--- config.mk ---
export PLATFORM = sky130hd
export DESIGN_NAME = bbe_word_alu
export DESIGN_NICKNAME = d
export VERILOG_FILES = /design/src/hdl/bbe_pkg.sv /design/src/hdl/bbe_word_alu.sv
export SDC_FILE = /design/constraint.sdc
export NUM_CORES = 1
export LEC_CHECK = 0
export BUFFER_PORTS_ARGS = -buffer_cell sky130_fd_sc_hd__buf_2
export CAP_MARGIN = 0
export CORE_MARGIN = 3
export CORE_UTILIZATION = 40
export DETAILED_ROUTE_END_ITERATION = 8
export GPL_TIMING_DRIVEN = 0
export PLACE_DENSITY_LB_ADDON = 0.12
export SLEW_MARGIN = 20
export SYNTH_ARGS = -nofsm -noshare
export SYNTH_HDL_FRONTEND = slang
export SYNTH_SLANG_ARGS = --single-unit
--- constraint.sdc ---
create_clock -name vclk -period 5.1
set_input_delay 0.255 -clock vclk [all_inputs]
set_output_delay 0.255 -clock vclk [all_outputs]
set_load 0.02 [all_outputs]
--- src/hdl/bbe_pkg.sv ---
// ============================================================================
// bbe_pkg
// Shared widths, command codes and word-ALU operations for the bit-set bank.
// ============================================================================
`default_nettype none

package bbe_pkg;

    localparam int CMD_W   = 4;
    localparam int SET_W   = 3;
    localparam int ELEM_W  = 10;
    localparam int VALUE_W = 11;

    localparam logic [CMD_W-1:0] CMD_PUT       = 4'd0;
    localparam logic [CMD_W-1:0] CMD_DELETE    = 4'd1;
    localparam logic [CMD_W-1:0] CMD_TEST      = 4'd2;
    localparam logic [CMD_W-1:0] CMD_COUNT     = 4'd3;
    localparam logic [CMD_W-1:0] CMD_UNION     = 4'd4;
    localparam logic [CMD_W-1:0] CMD_INTERSECT = 4'd5;
    localparam logic [CMD_W-1:0] CMD_DIFF      = 4'd6;
    localparam logic [CMD_W-1:0] CMD_CLEAR     = 4'd7;
    localparam logic [CMD_W-1:0] CMD_COPY      = 4'd8;

    typedef enum logic [2:0] {
        ALU_KEEP,
        ALU_SET,
        ALU_CLR,
        ALU_OR,
        ALU_AND,
        ALU_ANDN,
        ALU_ZERO,
        ALU_COPY
    } alu_op_t;

endpackage

`default_nettype wire

--- src/hdl/bbe_word_alu.sv ---
// ============================================================================
// bbe_word_alu
// Per-word bit operation and population count.
// ============================================================================
`default_nettype none

module bbe_word_alu #(
    parameter int WORD_BITS = 32,
    parameter int POP_W     = 6
) (
    input  wire bbe_pkg::alu_op_t   op,
    input  wire logic [WORD_BITS-1:0] a,
    input  wire logic [WORD_BITS-1:0] b,
    input  wire logic [WORD_BITS-1:0] mask,
    output logic      [WORD_BITS-1:0] y,
    output logic      [POP_W-1:0]     pop
);

    always_comb
    begin
        unique case (op)
            bbe_pkg::ALU_KEEP: y = a;
            bbe_pkg::ALU_SET:  y = a | mask;
            bbe_pkg::ALU_CLR:  y = a & ~mask;
            bbe_pkg::ALU_OR:   y = a | b;
            bbe_pkg::ALU_AND:  y = a & b;
            bbe_pkg::ALU_ANDN: y = a & ~b;
            bbe_pkg::ALU_ZERO: y = '0;
            bbe_pkg::ALU_COPY: y = b;
            default:           y = a;
        endcase
    end

    assign pop = POP_W'($countones(a));

endmodule

`default_nettype wire

==> results by group <==
Outcome
  • Status: completed

STA
  • Slew Viols, Final: 0
  • Crit path time final: ~4900 ps
  • Worst-Margin Slew: between 500 and 600 ps
  • Relative slew slack: approximately two thirds
  • RSZ-0062 raised after global routing: no
  • Final setup violating endpoints: 0
  • Final period util: a little over nine tenths
  • FMAX: 0.202 GHz
  • Setup TNS: 0 ps
  • Final hold vios: 0

Die
  • # IOs: between 100 and 150
  • DIE HEIGHT: a little over 80 um
  • Total core area: approximately 5300 sq um
  • Chip Width: between 80 and 90 um
  • Die Footprint: about 6600 sq um
  • Initial core utilization: between 40 and 50%
  • Std-Cell Rows: 26

Detailed routing
  • DRT Wirelength: 8.25 mm
  • Vias/cell: approximately 5.6
  • Routed Antenna Nets: 0
  • Via count: between 3000 and 4000
  • DRC: 0
  • Pre-antenna DRT Iters: 5
  • Drt wl/cell: between 15 and 20 um
  • Initial DRC count: 181

Synth
  • Gate count after technology mapping: 332
  • Distinct cells, synth: 26
  • Post-synthesis average cell area: roughly 6.8 sq um
  • Area of the mapped netlist: 2250 sq um
  • Synth warnings: 0
  • Post-synthesis sequential area ratio: 0%
  • Synth Net Count: roughly 460

Global routing
  • Met3 Use GR: approximately 1.8%
  • GR Util met1: 34.8%
  • GR met2 Demand/Resource: around 42%
  • Most Crowded Layer GR: met2
  • GRT Total Usage: 24.5%
  • Vias in the first global route: between 2000 and 3000
  • Total gr overflow: 0
  • Largest net degree at the start of global routing: 11
  • Initial antenna violation count: 0
  • First-pass GRT wire length: 13.1 mm

Power and ir drop
  • LEAKAGE: approximately 1.5 nW
  • Max rail drop VDD: about 1.0 mV
  • Pwr dens: a little over 400 nW/um^2

Finish
  • Fillers: between 500 and 600
  • Area grow syn2layout: 35.3%
  • Layout cells sized above 1: around a third
  • Multi-input logic area: around 1900 sq um
  • Seq cells: 0
  • Nets: approximately 600
  • Reg area: 0 sq um
  • Fin area: 3050 sq um
  • Antenna Cells: 0
  • Clock Buffer Count: 0

Placed design
  • Post-DP HPWL: approximately 6.7 mm
  • Placed inst area: 3030 sq um
  • Placer Congestion: just over 0.8
  • # port buffers: between 100 and 150

Worst hold path
  • Hold crit path type: in -> out
  • Critical hold path startpoint: mask[7]

Worst setup path
  • Crit-path cells: buf_4, fa_1, inv_1, fa_1, inv_1, fa_1, inv_1, fa_1, fa_1, fa_1, inv_2, ha_4, fa_2, a21o_1, a21oi_2, xnor2_1, buf_2
  • Worst setup EP type: output pin
  • Crit path DAT: 4680 ps
  • Worst Setup Path Type: in -> out
  • Slowest-stage cell, CP: fa_1
  • Most frequent CP cell: fa_1
  • Launch point of the worst path: a[17]
  • Crit start category: input pin
  • Slowest stage delay, CP: 530 ps
  • CP required: roughly 4900 ps
  • Crit path max fanout: 4

Job
  • Max-cap viol count: 0
==> synth_stat cells (all sizes together) <==
library cell | n | area [sq um]
nand2 | 53 | 199
inv | 49 | 184
nand4 | 38 | 238
o21ai | 33 | 165
o211ai | 26 | 195
fa | 24 | 480
buf | 21 | 136
nand3 | 19 | 95.1
nand3b | 19 | 143
nor3b | 14 | 116
a22oi | 7 | 52.6
ha | 7 | 87.6
a2bb2oi | 6 | 52.6
clkbuf | 4 | 15.0
a21o | 2 | 15.0
a21oi | 2 | 10.0
nand2b | 2 | 12.5
xnor2 | 2 | 17.5
and2 | 1 | 6.26
clkinv | 1 | 3.75
nor2 | 1 | 20.0
xor2 | 1 | 8.76
==> per-layer routing <==
metal | vias up | share of wire (%)
met4 | 0 | 0.56
met2 | 146 | 47
met5 | - | 0
li1 | 1454 | -
met1 | 1397 | 44
met3 | 4 | 8.8
==> metrics by stage <==
step	setup WS (ps)	instances	hold slack, ps	utilization (%)	power [mW]
6_report	160	539	850	57.8	1.26
5_1_grt	6.27	539	865	57.8	1.42
4_1_cts	15.5	539	851	57.4	1.24
3_5_place_dp	31.7	539	848	57.4	1.23
3_3_place_gp	15.8	539	848	57.4	1.22
2_1_floorplan	363	332	710	-	0.889
==> cell usage in the layout, fill, tap and decap left out <==
master and instances:
fa_1 23, o21ai_0 25, xnor2_1 2, and2_1 1, buf_4 6, buf_2 149
fa_2 1, nand2_1 53, nor3b_1 13, xor2_1 1, clkbuf_1 4, o21ai_1 8
ha_1 6, nand3b_1 19, nand4_1 38, o211ai_1 26, inv_2 1, inv_1 48
nand2b_1 2, nand3_1 19, a21oi_2 1, a2bb2oi_1 6, a21oi_1 1, buf_6 3
a22oi_1 7, clkinv_1 1, nor3b_4 1, a21o_1 2, ha_4 1, nor2_8 1
==> critical path: cells and delay by family <==
| kind | cells | cell delay [ps] |
|---|---|---|
| buffers and inverters | 6 | 510 |
| xor gates and xnor gates | 1 | 120 |
| AOI/OAI and AO/OA | 2 | 330 |
| adders and majority gates | 8 | 3460 |
==> path summary, 6_finish.rpt <==
path                  slack, ps  depth (start not counted)  endpoint
worst min-delay path        850                          4      y[7]
worst max-delay path        160                         17    pop[4]
==> final cells by class <==
type	count	share of cell area, %
repair buffers	137	22.6
well taps	70	2.87
inverters	50	6.16
plain buffers	25	4.97
multi-input cells	257	63.4
==> logic make-up after synthesis <==
kind of cell             after synthesis  synth area share (%)
buffers and inverters                 75                  15.0
AND/OR/NAND/NOR                      147                  36.8
XOR/XNOR                               3                  1.17
adder cells (fa/ha/maj)               31                  25.2
AO/OA/AOI/OAI                         76                  21.8
==> where the power goes <==
group	switching (mW)	internal [mW]
registers	0	0
clock network	0	0
logic	0.752	0.509
==> timing repair <==
item | CTS | global route
buffers inserted | 0 | 0
hold endpoints to repair | 0 | 0
gates resized for setup | 0 | 6
endpoints found under the setup margin | 0 | 1
hold buffers | 0 | 0
Note: power is estimated with default switching activity, not from simulation.
